[src/sv/assert_macros.svh]
// Assertion macros used by the timer core RTL.
// Included by modules that check their own logic; no other dependencies.
`ifndef ASSERT_MACROS_SVH
`define ASSERT_MACROS_SVH

`ifndef SYNTH
// same-cycle implication
`define PMT_ASSERT_IMPL(label, clk, rst_n, ante, cons) \
  label: assert property (@(posedge clk) disable iff (!rst_n) (ante) |-> (cons)) \
    else $error("assertion failed");
// next-cycle implication
`define PMT_ASSERT_NEXT(label, clk, rst_n, ante, cons) \
  label: assert property (@(posedge clk) disable iff (!rst_n) (ante) |=> (cons)) \
    else $error("assertion failed");
`else
`define PMT_ASSERT_IMPL(label, clk, rst_n, ante, cons)
`define PMT_ASSERT_NEXT(label, clk, rst_n, ante, cons)
`endif

`endif

[src/sv/pmt_pkg.sv]
// Types and constants for the prescaled match timer.
// No dependencies; imported by every timer module.
package pmt_pkg;

  localparam int REG_W    = 32;
  localparam int NUM_CH   = 2;
  localparam int ACT_BITS = 3;
  localparam int PIN_BITS = 2;
  localparam int CFG_IDX_W = 3;

  typedef enum logic [1:0] {
    ACT_TICK   = 2'd0,
    ACT_CTRL   = 2'd1,
    ACT_CLEAR  = 2'd2,
    ACT_STATUS = 2'd3
  } action_t;

  // register indexes on the config port
  localparam logic [CFG_IDX_W-1:0] CFG_PRESCALE  = 3'd0;
  localparam logic [CFG_IDX_W-1:0] CFG_MATCH0    = 3'd1;
  localparam logic [CFG_IDX_W-1:0] CFG_MATCH1    = 3'd2;
  localparam logic [CFG_IDX_W-1:0] CFG_ACTIONS   = 3'd3;
  localparam logic [CFG_IDX_W-1:0] CFG_PIN_FUNCS = 3'd4;

  // bit positions inside one channel's action field
  localparam int MA_IRQ  = 0;
  localparam int MA_RST  = 1;
  localparam int MA_STOP = 2;

  // pin function codes
  localparam logic [PIN_BITS-1:0] PIN_NONE   = 2'd0;
  localparam logic [PIN_BITS-1:0] PIN_CLEAR  = 2'd1;
  localparam logic [PIN_BITS-1:0] PIN_SET    = 2'd2;
  localparam logic [PIN_BITS-1:0] PIN_TOGGLE = 2'd3;

  typedef struct packed {
    logic [REG_W-1:0]                   prescale_limit;
    logic [NUM_CH-1:0][REG_W-1:0]       match;
    logic [NUM_CH*ACT_BITS-1:0]         match_actions;
    logic [NUM_CH*PIN_BITS-1:0]         pin_functions;
  } cfg_t;

  typedef struct packed {
    action_t     action;
    logic        enable_request;
    logic        reset_request;
    logic [1:0]  clear_mask;
  } item_t;

  typedef struct packed {
    logic [REG_W-1:0] timer_value;
    logic [REG_W-1:0] prescale_value;
    logic [1:0]       match_flags;
    logic [1:0]       match_pins;
    logic             interrupt_request;
    logic             running;
  } result_t;

endpackage

[src/sv/pmt_cfg_regs.sv]
// Configuration register file of the prescaled match timer.
// Depends on pmt_pkg.
module pmt_cfg_regs (
  input  logic                            clk,
  input  logic                            rst_n,
  input  logic                            cfg_write_en,
  input  logic [pmt_pkg::CFG_IDX_W-1:0]   cfg_index,
  input  logic [pmt_pkg::REG_W-1:0]       cfg_data,
  output pmt_pkg::cfg_t                   cfg
);
  import pmt_pkg::*;

  cfg_t cfg_r, cfg_nxt;

  always_comb begin
    cfg_nxt = cfg_r;
    if (cfg_write_en) begin
      case (cfg_index)
        CFG_PRESCALE:  cfg_nxt.prescale_limit = cfg_data;
        CFG_MATCH0:    cfg_nxt.match[0]       = cfg_data;
        CFG_MATCH1:    cfg_nxt.match[1]       = cfg_data;
        CFG_ACTIONS:   cfg_nxt.match_actions  = cfg_data[NUM_CH*ACT_BITS-1:0];
        CFG_PIN_FUNCS: cfg_nxt.pin_functions  = cfg_data[NUM_CH*PIN_BITS-1:0];
        default:       cfg_nxt = cfg_r;
      endcase
    end
  end

  always_ff @(posedge clk) begin
    if (!rst_n) begin
      cfg_r <= '0;
    end else begin
      cfg_r <= cfg_nxt;
    end
  end

  assign cfg = cfg_r;

endmodule

[src/sv/pmt_core.sv]
// Counter state and single-pass update of the prescaled match timer.
// Depends on pmt_pkg and assert_macros.svh.
`include "assert_macros.svh"
module pmt_core #(
  parameter int COUNT_WIDTH = 32
) (
  input  logic              clk,
  input  logic              rst_n,
  input  logic              proc,
  input  pmt_pkg::item_t    item,
  input  pmt_pkg::cfg_t     cfg,
  output pmt_pkg::result_t  res
);
  import pmt_pkg::*;

  localparam int CMP_W = (COUNT_WIDTH > REG_W) ? COUNT_WIDTH : REG_W;

  logic [COUNT_WIDTH-1:0] cnt_r, cnt_nxt, cnt_adv;
  logic [REG_W-1:0]       pre_r, pre_nxt;
  logic                   en_r, en_nxt;
  logic                   hold_r, hold_nxt;
  logic [NUM_CH-1:0]      flags_r, flags_nxt;
  logic [NUM_CH-1:0]      pins_r, pins_nxt;
  logic                   running, pre_wrap, wrap_zero;
  logic [CMP_W-1:0]       cnt_ext, adv_ext, cnt_nxt_ext;

  assign running  = en_r & ~hold_r;
  assign pre_wrap = (pre_r >= cfg.prescale_limit);
  assign cnt_ext  = CMP_W'(cnt_r);

  always_comb begin
    wrap_zero = 1'b0;
    for (int ch = 0; ch < NUM_CH; ch++) begin
      if (cfg.match_actions[ch*ACT_BITS+MA_RST] && (cnt_ext == CMP_W'(cfg.match[ch]))) begin
        wrap_zero = 1'b1;
      end
    end
  end

  assign cnt_adv = wrap_zero ? '0 : cnt_r + 1'b1;
  assign adv_ext = CMP_W'(cnt_adv);

  always_comb begin
    cnt_nxt   = cnt_r;
    pre_nxt   = pre_r;
    en_nxt    = en_r;
    hold_nxt  = hold_r;
    flags_nxt = flags_r;
    pins_nxt  = pins_r;
    if (proc) begin
      case (item.action)
        ACT_TICK: begin
          if (running) begin
            if (pre_wrap) begin
              pre_nxt = '0;
              cnt_nxt = cnt_adv;
              for (int ch = 0; ch < NUM_CH; ch++) begin
                if (adv_ext == CMP_W'(cfg.match[ch])) begin
                  if (cfg.match_actions[ch*ACT_BITS+MA_IRQ]) flags_nxt[ch] = 1'b1;
                  if (cfg.match_actions[ch*ACT_BITS+MA_STOP]) en_nxt = 1'b0;
                  case (cfg.pin_functions[ch*PIN_BITS +: PIN_BITS])
                    PIN_CLEAR:  pins_nxt[ch] = 1'b0;
                    PIN_SET:    pins_nxt[ch] = 1'b1;
                    PIN_TOGGLE: pins_nxt[ch] = ~pins_r[ch];
                    default:    pins_nxt[ch] = pins_r[ch];
                  endcase
                end
              end
            end else begin
              pre_nxt = pre_r + 1'b1;
            end
          end
        end
        ACT_CTRL: begin
          en_nxt   = item.enable_request;
          hold_nxt = item.reset_request;
          if (item.reset_request) begin
            cnt_nxt = '0;
            pre_nxt = '0;
          end
        end
        ACT_CLEAR: begin
          flags_nxt = flags_r & ~item.clear_mask;
        end
        default: begin
          cnt_nxt = cnt_r;
        end
      endcase
    end
  end

  always_ff @(posedge clk) begin
    if (!rst_n) begin
      cnt_r   <= '0;
      pre_r   <= '0;
      en_r    <= 1'b0;
      hold_r  <= 1'b0;
      flags_r <= '0;
      pins_r  <= '0;
    end else begin
      cnt_r   <= cnt_nxt;
      pre_r   <= pre_nxt;
      en_r    <= en_nxt;
      hold_r  <= hold_nxt;
      flags_r <= flags_nxt;
      pins_r  <= pins_nxt;
    end
  end

  assign cnt_nxt_ext = CMP_W'(cnt_nxt);

  always_comb begin
    res.timer_value       = cnt_nxt_ext[REG_W-1:0];
    res.prescale_value    = pre_nxt;
    res.match_flags       = flags_nxt;
    res.match_pins        = pins_nxt;
    res.interrupt_request = |flags_nxt;
    res.running           = en_nxt & ~hold_nxt;
  end

  `PMT_ASSERT_IMPL(a_hold_zero, clk, rst_n, hold_r, (cnt_r == '0) && (pre_r == '0))
  `PMT_ASSERT_NEXT(a_idle_stable, clk, rst_n, !proc, $stable(cnt_r) && $stable(pre_r) && $stable(flags_r) && $stable(pins_r) && $stable(en_r))
  `PMT_ASSERT_NEXT(a_status_stable, clk, rst_n, proc && (item.action == ACT_STATUS), $stable(cnt_r) && $stable(pre_r) && $stable(flags_r) && $stable(pins_r) && $stable(hold_r))
  `PMT_ASSERT_NEXT(a_flag_source, clk, rst_n, proc && (item.action != ACT_TICK), (flags_r & ~$past(flags_r)) == '0)

endmodule

[src/sv/prescaled_match_timer.sv]
// Prescaled match timer: an accepted item goes to the input register, then to the
// result register, which raises out_valid. Throughput one item per cycle while
// out_ready does not stall; the counter update is one combinational pass.
// rst_n is synchronous active low: counters, flags, pins, enable, hold and
// all config registers clear to zero; both pipeline registers empty.
// Depends on pmt_pkg, pmt_cfg_regs, pmt_core.
module prescaled_match_timer #(
  parameter int COUNT_WIDTH = 32
) (
  input  logic                           clk,
  input  logic                           rst_n,
  input  logic                           in_valid,
  output logic                           in_ready,
  input  logic [1:0]                     in_action,
  input  logic                           in_enable_request,
  input  logic                           in_reset_request,
  input  logic [1:0]                     in_clear_mask,
  output logic                           out_valid,
  input  logic                           out_ready,
  output logic [31:0]                    out_timer_value,
  output logic [31:0]                    out_prescale_value,
  output logic [1:0]                     out_match_flags,
  output logic [1:0]                     out_match_pins,
  output logic                           out_interrupt_request,
  output logic                           out_running,
  input  logic                           cfg_write_en,
  input  logic [pmt_pkg::CFG_IDX_W-1:0]  cfg_index,
  input  logic [pmt_pkg::REG_W-1:0]      cfg_data
);
  import pmt_pkg::*;

  cfg_t    cfg;
  item_t   s1_item_r, s1_item_nxt;
  logic    s1_valid_r, s1_valid_nxt;
  logic    out_valid_r, out_valid_nxt;
  result_t out_res_r, out_res_nxt, core_res;
  logic    accept, adv;

  assign adv      = s1_valid_r & (~out_valid_r | out_ready);
  assign in_ready = ~s1_valid_r | adv;
  assign accept   = in_valid & in_ready;

  always_comb begin
    s1_item_nxt = s1_item_r;
    if (accept) begin
      s1_item_nxt.action         = action_t'(in_action);
      s1_item_nxt.enable_request = in_enable_request;
      s1_item_nxt.reset_request  = in_reset_request;
      s1_item_nxt.clear_mask     = in_clear_mask;
    end
    s1_valid_nxt  = accept | (s1_valid_r & ~adv);
    out_valid_nxt = adv | (out_valid_r & ~out_ready);
    out_res_nxt   = adv ? core_res : out_res_r;
  end

  pmt_cfg_regs u_cfg (
    .clk          (clk),
    .rst_n        (rst_n),
    .cfg_write_en (cfg_write_en),
    .cfg_index    (cfg_index),
    .cfg_data     (cfg_data),
    .cfg          (cfg)
  );

  pmt_core #(
    .COUNT_WIDTH (COUNT_WIDTH)
  ) u_core (
    .clk   (clk),
    .rst_n (rst_n),
    .proc  (adv),
    .item  (s1_item_r),
    .cfg   (cfg),
    .res   (core_res)
  );

  always_ff @(posedge clk) begin
    if (!rst_n) begin
      s1_valid_r  <= 1'b0;
      out_valid_r <= 1'b0;
    end else begin
      s1_valid_r  <= s1_valid_nxt;
      out_valid_r <= out_valid_nxt;
    end
  end

  always_ff @(posedge clk) begin
    s1_item_r <= s1_item_nxt;
    out_res_r <= out_res_nxt;
  end

  assign out_valid             = out_valid_r;
  assign out_timer_value       = out_res_r.timer_value;
  assign out_prescale_value    = out_res_r.prescale_value;
  assign out_match_flags       = out_res_r.match_flags;
  assign out_match_pins        = out_res_r.match_pins;
  assign out_interrupt_request = out_res_r.interrupt_request;
  assign out_running           = out_res_r.running;

endmodule

[config.mk]
export PLATFORM = sky130hd
export DESIGN_NAME = prescaled_match_timer
export DESIGN_NICKNAME = d
export VERILOG_FILES = /design/src/sv/pmt_pkg.sv /design/src/sv/pmt_cfg_regs.sv /design/src/sv/pmt_core.sv /design/src/sv/prescaled_match_timer.sv
export VERILOG_INCLUDE_DIRS = /design/src /design/src/sv
export SDC_FILE = /design/constraint.sdc
export NUM_CORES = 1
export LEC_CHECK = 0
export BUFFER_PORTS_ARGS = -buffer_cell sky130_fd_sc_hd__buf_2
export CAP_MARGIN = 20
export CORE_AREA = 5 5 253 157
export DETAILED_ROUTE_END_ITERATION = 16
export DIE_AREA = 0 0 258 162
export SLEW_MARGIN = 40
export SYNTH_ARGS = -nofsm -noshare
export SYNTH_HDL_FRONTEND = slang
export SYNTH_SLANG_ARGS = --single-unit
[constraint.sdc]
create_clock -name clk -period 5.1 [get_ports clk]
set_input_delay 1.02 -clock clk [delete_from_list [all_inputs] [get_ports clk]]
set_output_delay 1.02 -clock clk [all_outputs]
set_load 0.01 [all_outputs]
==> tab_implementation.tex, run 1 <==
\begin{tabular}{lr}
\hline
Metric & Value \\
\hline
\multicolumn{2}{l}{\textbf{Worst setup path}} \\
\quad Critical path class & flip-flop to flip-flop \\
\quad Reg2Reg Setup Slack & 530 ps \\
\quad Crit-path max FO & 14 \\
\quad Startpoint types & flip-flop \\
\quad Reg2Reg Depth & 12 \\
\quad Data arrival time at the worst-slack endpoint & 5030 ps \\
\quad Worst EP required & 5560 ps \\
\quad Element type at the critical path end & flip-flop \\
\multicolumn{2}{l}{\textbf{Timing}} \\
\quad Unrepaired setup endpoints after global routing & false \\
\quad Largest clock skew in the final design & 22.4 ps \\
\quad Fraction of the cycle the final worst path needs & 89.5\% \\
\quad Actual transition at the worst max-transition pin & 841 ps \\
\quad Achievable frequency & 0.219 GHz \\
\quad Setup TNS & 0 ps \\
\quad Worst relative slew slack & 43.9\% \\
\quad Setup violations, final & 0 \\
\quad Final count of hold timing violations & 0 \\
\quad Shortest clock period the worst path allows after layout & 4570 ps \\
\quad Number of max-slew violations in the final report & 0 \\
\multicolumn{2}{l}{\textbf{Route}} \\
\quad Per-cell routed wire length & 24.9 µm \\
\quad Final WL & 56500 µm \\
\quad Number of nets still failing antenna checks after routing & 0 \\
\quad Total number of vias & 13200 \\
\quad Top routing layer in use & met4 \\
\quad Sum of met2 wire segment lengths after detailed routing & 21300 µm \\
\quad Post-detailed-route DRC marker count & 0 \\
\quad Met3 Wirelength & 6360 µm \\
\quad Initial DRT Pass Iterations & 7 \\
\quad Via-to-Cell Ratio & 5.83 \\
\quad Met1 routed wirelength after detailed routing & 27800 µm \\
\quad Starting DRC count in detailed routing & 1475 \\
\multicolumn{2}{l}{\textbf{Clock tree}} \\
\quad Clock-pin slew of the registers on the worst-case setup and hold paths & 60 ps \\
\quad Clock tree from TritonCTS & built \\
\quad Clock Path Buffers & 3 \\
\quad Count of buffers added by post-CTS timing repair for setup & 0 \\
\quad \# H-tree levels & 1 \\
\quad Count of cells resized by post-cts repair & 0 \\
\quad Cts hold-fix bufs & 0 \\
\quad Source-to-sink clock delay at the later pin of the worst-skew pair & 560 ps \\
\quad Number of CTS-inserted buffers & 27 \\
\quad Sinks on the clock net & 254 \\
\quad CTS Root Buffer Type & clkbuf\_16 \\
\multicolumn{2}{l}{\textbf{Die}} \\
\quad Top-Level Pins & 118 \\
\quad Overall die area & 41800 µm² \\
\quad Std cell rows & 55 \\
\quad Effective utilization at floorplan & 38.4\% \\
\quad Width of the die & 258 µm \\
\quad Die boundary height & 162 µm \\
\quad Floorplan Core Area & 37100 µm² \\
\multicolumn{2}{l}{\textbf{Place}} \\
\quad Port Buffer Count & 117 \\
\quad Placer's final routability congestion estimate & 1.08 \\
\quad Post-detailed-placement half-perimeter wirelength & 43800 µm \\
\multicolumn{2}{l}{\textbf{Logic synthesis}} \\
\quad Count of warnings emitted by yosys & 0 \\
\quad Synthesized flop and latch total & 254 \\
\quad Cell type contributing the most total cell area after synthesis & dfxtp\_1 \\
\quad Post-Syn Nets & 1747 \\
\quad Syn Inst Count & 1667 \\
\quad Post-synth cell types & 89 \\
\quad Average footprint of a synthesized cell & 8.55 µm² \\
\quad Post-synth EDFFs & 76 \\
\quad Most common flop cell mapped by yosys & dfxtp\_1 \\
\quad Area share of the leading cell type in the synthesized netlist & 25.0\% \\
\quad Fraction of registers with async set or reset after synthesis & 0\% \\
\quad Post-synthesis sequential area ratio & 41.0\% \\
\quad Cell area after technology mapping & 14200 µm² \\
\quad Ranking of synthesized cells by area & dfxtp\_1 (25\%), edfxtp\_1 (16\%), nand2\_1 (8.1\%) \\
\multicolumn{2}{l}{\textbf{Layout}} \\
\quad Storage cell area & 5850 µm² \\
\quad Post-layout utilization of the core & 43.9\% \\
\quad Layout cell share with drive strength beyond 1 & 14.8\% \\
\quad Final \#Nets & 1849 \\
\quad Antenna diode count & 0 \\
\quad Area added between synthesis and finish & 14.3\% \\
\quad Fill cells & 3642 \\
\quad Combined area of the multi-input logic cells & 7670 µm² \\
\multicolumn{2}{l}{\textbf{Power}} \\
\quad Net switching power & 0.00112 W \\
\quad Clock share of power & 43.7\% \\
\quad Total Power & 0.00445 W \\
\quad Maximum resistive drop on vdd & 0.252 mV \\
\quad Static leakage & 6.17 nW \\
\quad Fraction of power spent switching nets & 25.1\% \\
\quad Portion of total power attributed to combinational logic & 7.7\% \\
\quad Internal power contribution & 0.00334 W \\
\quad Sequential fraction of design power & 48.5\% \\
\quad Power density over the cells & 273 nW/µm² \\
\multicolumn{2}{l}{\textbf{Global route}} \\
\quad Number of global-route vias before repair & 12200 \\
\quad Initial antenna violation count & 1 \\
\quad Tot GR Track Use & 26.0\% \\
\quad Global-route wire length before repair & 82200 µm \\
\quad Pin count of the biggest net entering global routing & 97 \\
\quad Global route overflow & 0 \\
\multicolumn{2}{l}{\textbf{Outcome}} \\
\quad Status & complete, no violations \\
\multicolumn{2}{l}{\textbf{Flow run}} \\
\quad Max Cap Viol & 0 \\
\multicolumn{2}{l}{\textbf{Worst hold path}} \\
\quad Worst hold path type & flip-flop to flip-flop \\
\quad Hold path cells & 2 \\
\hline
\end{tabular}
layer usage:
metal,global-route usage [%],vias to the layer above
li1,-,6137
met1,41.3,6449
met2,34.2,588
met3,8.30,71
met4,4.75,0
met5,0,-
cell families after synthesis:
family,after synthesis,share of synthesized area [%]
AND/OR/NAND/NOR,704,25.6
AO/OA/AOI/OAI,384,16.7
flip-flops,254,41.0
buffers and inverters,170,5.35
XOR/XNOR,105,7.14
adder cells (fa/ha/maj),34,2.99
multiplexers,16,1.14
cell usage after synthesis, types with 33 or more instances:
| library cell | number |
|---|---|
| a21oi_1 | 140 |
| and2_1 | 73 |
| clkbuf_1 | 77 |
| dfxtp_1 | 178 |
| edfxtp_1 | 76 |
| ha_1 | 34 |
| inv_1 | 62 |
| nand2_1 | 308 |
| nand3_1 | 35 |
| nand4_1 | 38 |
| nor2_1 | 64 |
| o21ai_0 | 87 |
| xnor2_1 | 65 |
| xor2_1 | 33 |
registers in the layout (all words and copies together) (netlist names), 2 cells and up:
register,count
out_timer_value,32
out_match_pins,2
u_cfg.cfg,106
out_match_flags,2
out_prescale_value,32
s1_item_r,6
u_core.pre_r,32
u_core.pins_r,2
u_core.flags_r,2
u_core.cnt_ext,32
placed cells by master, fill, tap and decap left out, types with 30 or more instances in the layout:
master      n
nand3_1    35
nor2_1     63
buf_4      60
edfxtp_1   76
xor2_1     33
xnor2_1    63
nand4_1    38
nor3_1     30
a21oi_1   140
dfxtp_1   178
buf_2     117
o21ai_0    86
inv_1      61
ha_1       34
and2_1     72
nand2_1   307
through the flow:
stage                     hold slack [ps]  area (µm²)  std cells  setup slack, ps
after floorplan                       434       14200       1667             1560
after global placement                445       15400       2224              838
after detailed placement              448       15400       2224              663
after CTS                             456       16300       2273              651
after global routing                  473       16300       2273              323
final                                 455       16300       2273              535
power by group through the flow:
stage / logic (W) / clock network (W) / registers, W
after floorplan: 0.000171 / 0 / 0.00221
after CTS: 0.000338 / 0.00198 / 0.00216
after detailed placement: 0.000336 / 0 / 0.00220
after global placement: 0.000337 / 0 / 0.00220
final: 0.000345 / 0.00195 / 0.00216
after global routing: 0.000369 / 0.00207 / 0.00216
worst paths after layout:
| check | endpoint | start |
|---|---|---|
| setup reg to reg | u_core.pins_r[1] | u_core.cnt_ext[0] |
| hold reg to reg | u_cfg.cfg[78] | u_cfg.cfg[78] |
| hold / removal | u_cfg.cfg[78] | u_cfg.cfg[78] |
| setup / recovery | u_core.pins_r[1] | u_core.cnt_ext[0] |
final cells by class:
type	count	area share, %
Clock buffer	41	4.72
Multi-Input combinational cell	1243	47.1
Timing Repair Buffer	180	6.62
Clock inverter	8	0.515
Tap cell	484	3.72
Sequential cell	254	35.9
Inverter	63	1.46
critical path: stages, from the launching register on:
cell	delay, ps
dfxtp_1	650
ha_1	580
nand3_1	190
or4_4	580
nor4_4	470
xnor2_1	260
nand2_1	100
a211oi_1	270
a2bb2oi_1	410
and4b_1	420
a31oi_1	150
buf_4	150
a311oi_2	230
No activity file was read; power rests on OpenSTA's default activity.
==> run 2: changes to the inputs <==
--- a/config.mk
+++ b/config.mk
@@ -11,6 +11,8 @@
 export CORE_AREA = 5 5 253 157
 export DETAILED_ROUTE_END_ITERATION = 16
 export DIE_AREA = 0 0 258 162
+export PLACE_DENSITY = 0.63
+export SETUP_SLACK_MARGIN = 0.5
 export SLEW_MARGIN = 40
 export SYNTH_ARGS = -nofsm -noshare
 export SYNTH_HDL_FRONTEND = slang
==> run 2 against run 1 <==
- count of clock-buffer cells in the layout fell by 1
- critical path depth shrank 1
- setup slack better by 95 ps
- non-clock buffer count down 9
- sequential cell count did not move
- clock power increased by 5%
- critical path type unchanged
- largest cell class unchanged
- highest routed layer is now met5
==> tab_implementation.tex, run 2 (synthesized netlist as in run 1, its figures left out) <==
\begin{tabular}{lr}
\hline
Metric & Value \\
\hline
\multicolumn{2}{l}{\textbf{Worst setup path}} \\
\quad Data arrival time at the worst-slack endpoint & 4770 ps (-260 ps) \\
\quad Slowest stage delay, CP & 720 ps (+70 ps) \\
\quad Most frequent CP cell & nand4\_1 \\
\quad Element type at the critical path end & flip-flop \\
\quad Worst EP required & 5400 ps (-160 ps) \\
\quad Crit-path max FO & 10 (-4) \\
\quad Critical path class & flip-flop to flip-flop \\
\quad Startpoint types & flip-flop \\
\quad Cell at the slowest stage of the critical path & dfxtp\_1 \\
\quad Critical path, cell by cell & xnor2\_1, nand4\_1, nor3\_1, and3\_1, nor2\_1, buf\_4, nand4\_1, a222oi\_1, nand4b\_1, nor4b\_2, and4b\_1 \\
\multicolumn{2}{l}{\textbf{Timing}} \\
\quad Final worst-path setup slack & 630 ps (+95.0 ps) \\
\quad Unrepaired setup endpoints after global routing & false \\
\quad Shortest clock period the worst path allows after layout & 4470 ps (-95.0 ps) \\
\quad Worst relative slew slack & 41.3\% (-2.6 points) \\
\quad Setup violations, final & 0 (unchanged) \\
\quad Achievable frequency & 0.224 GHz (+2.1\%) \\
\quad Final count of hold timing violations & 0 (unchanged) \\
\quad Fraction of the cycle the final worst path needs & 87.6\% (-1.9 points) \\
\quad Largest clock skew in the final design & 14.7 ps (-7.72 ps) \\
\quad Setup TNS & 0 ps (unchanged) \\
\quad Actual transition at the worst max-transition pin & 872 ps (+31.3 ps) \\
\quad Number of max-slew violations in the final report & 0 (unchanged) \\
\multicolumn{2}{l}{\textbf{Layout}} \\
\quad Most common library cell in the layout ignoring fill and taps & nand2\_1 \\
\quad Antenna diode count & 0 (unchanged) \\
\quad Max FFs per register & 106 (unchanged) \\
\quad Commonest cells after routing, fill and taps aside & nand2\_1 (307), dfxtp\_1 (177), a21oi\_1 (140) \\
\quad Layout cell share with drive strength beyond 1 & 14.6\% (-0.20 points) \\
\quad Area added between synthesis and finish & 14.1\% \\
\quad Final \#Nets & 1840 (-0.49\%) \\
\multicolumn{2}{l}{\textbf{Route}} \\
\quad Post-detailed-route DRC marker count & 0 (unchanged) \\
\quad Total number of vias & 13300 (+0.78\%) \\
\quad Via-to-Cell Ratio & 5.90 (+1.2\%) \\
\quad Per-cell routed wire length & 25.0 µm (+0.37\%) \\
\quad Final WL & 56500 µm (about the same) \\
\quad Initial DRT Pass Iterations & 7 (unchanged) \\
\quad Starting DRC count in detailed routing & 1774 (+20\%) \\
\quad Number of nets still failing antenna checks after routing & 0 (unchanged) \\
\multicolumn{2}{l}{\textbf{Die}} \\
\quad Overall die area & 41800 µm² (unchanged) \\
\quad Effective utilization at floorplan & 38.4\% (unchanged) \\
\quad Std cell rows & 55 (unchanged) \\
\quad Die boundary height & 162 µm (unchanged) \\
\quad Top-Level Pins & 118 (unchanged) \\
\quad Width of the die & 258 µm (unchanged) \\
\quad Floorplan Core Area & 37100 µm² (unchanged) \\
\multicolumn{2}{l}{\textbf{Clock tree}} \\
\quad Clock tree from TritonCTS & built \\
\quad CTS Root Buffer Type & clkbuf\_16 \\
\quad Clock Path Buffers & 3 (unchanged) \\
\quad Number of CTS-inserted buffers & 27 (unchanged) \\
\quad Sinks on the clock net & 254 (unchanged) \\
\quad \# H-tree levels & 1 (unchanged) \\
\quad Clock-pin slew of the registers on the worst-case setup and hold paths & 60 ps (about the same) \\
\quad Source-to-sink clock delay at the later pin of the worst-skew pair & 560 ps (about the same) \\
\quad Cts hold-fix bufs & 0 (unchanged) \\
\multicolumn{2}{l}{\textbf{Global route}} \\
\quad Global-route wire length before repair & 82800 µm (+0.71\%) \\
\quad Number of global-route vias before repair & 12300 (+0.40\%) \\
\quad Pin count of the biggest net entering global routing & 107 (+10\%) \\
\quad Tot GR Track Use & 26.1\% (+0.039 points) \\
\quad Global route overflow & 0 (unchanged) \\
\quad Initial antenna violation count & 3 (+2) \\
\multicolumn{2}{l}{\textbf{Outcome}} \\
\quad Status & complete, no violations \\
\multicolumn{2}{l}{\textbf{Power}} \\
\quad Static leakage & 6.15 nW (-0.28\%) \\
\quad Power density over the cells & 279 nW/µm² (+2.3\%) \\
\quad Maximum resistive drop on vdd & 0.211 mV (-16\%) \\
\multicolumn{2}{l}{\textbf{Place}} \\
\quad Post-detailed-placement half-perimeter wirelength & 43700 µm (-0.21\%) \\
\quad Port Buffer Count & 117 (unchanged) \\
\quad Worst setup timing slack at the placement stage & 544 ps (-119 ps) \\
\quad Placer's final routability congestion estimate & 1.06 (-1.5\%) \\
\multicolumn{2}{l}{\textbf{Flow run}} \\
\quad Max Cap Viol & 0 (unchanged) \\
\multicolumn{2}{l}{\textbf{Worst hold path}} \\
\quad Worst hold path type & flip-flop to flip-flop \\
\hline
\end{tabular}
-- run 2: cell types whose count changed in the layout (fill, tap and decap cells not counted), moves of 2 or more --
| cell | before | now |
|---|---|---|
| clkbuf_1 | 11 | 6 |
| clkbuf_8 | 2 | 6 |
| buf_4 | 60 | 53 |
| buf_6 | 2 | 0 |
-- run 2: layout make-up --
| type | count | area (µm²) |
|---|---|---|
| Clock buffer | 40 | 806 |
| Clock inverter | 8 | 92.6 |
| Fill cell | 3739 | 20800 |
| Inverter | 63 | 238 |
| Multi-Input combinational cell | 1243 | 7670 |
| Sequential cell | 254 | 5850 |
| Tap cell | 484 | 606 |
| Timing Repair Buffer | 171 | 1000 |
-- run 2: power breakdown --
part / total (W) / switching, W / internal (W)
Clock: 0.00204 / 0.000851 / 0.00119
Combinational: 0.000346 / 0.000235 / 0.000111
Sequential: 0.00216 / 0.0000370 / 0.00212
Total: 0.00454 / 0.00112 / 0.00342
-- run 2: worst paths after layout --
| kind | from | end | slack [ps] | cells after the start |
|---|---|---|---|---|
| setup / recovery | u_core.cnt_ext[15] | out_running | 630 | 11 |
| hold / removal | u_cfg.cfg[104] | u_cfg.cfg[104] | 450 | 2 |
| setup reg to reg | u_core.cnt_ext[15] | out_running | 630 | 11 |
| hold reg to reg | u_cfg.cfg[104] | u_cfg.cfg[104] | 450 | 2 |
-- run 2: stage by stage --
| stage | cells | total power [W] | utilization (%) | hold slack, ps | cell area [µm²] |
|---|---|---|---|---|---|
| floorplan | 1667 | 0.00238 | - | 434 | 14200 |
| global placement | 2214 | 0.00254 | 41.3 | 444 | 15300 |
| detailed placement | 2214 | 0.00254 | 41.4 | 448 | 15300 |
| CTS | 2262 | 0.00457 | 43.8 | 456 | 16200 |
| global route | 2263 | 0.00468 | 43.8 | 476 | 16300 |
| finish | 2263 | 0.00454 | 43.8 | 453 | 16300 |
-- run 2: timing repair --
| item | 4_1_cts | 5_1_grt |
|---|---|---|
| endpoints found under the setup margin | 0 | 10 |
| buffers inserted | 0 | 1 |
| gates resized for setup | 0 | 3 |
-- run 2: per-layer routing --
layer | part of all wire [%] | up-vias | GRT usage, %
met2 | 38 | 680 | 34.3
met5 | 0.053 | - | 0
li1 | - | 6109 | -
met4 | 2.0 | 4 | 5.00
met3 | 12 | 72 | 9.18
met1 | 48 | 6483 | 40.6
-- run 2: critical path: cells and delay by family, from the launching register on --
family / cells / cell delay, ps
DFF: 1 / 720
buffers and inverters: 1 / 330
and+or+nand+nor: 8 / 2440
AOI/OAI and AO/OA: 1 / 500
xor gates and xnor gates: 1 / 220
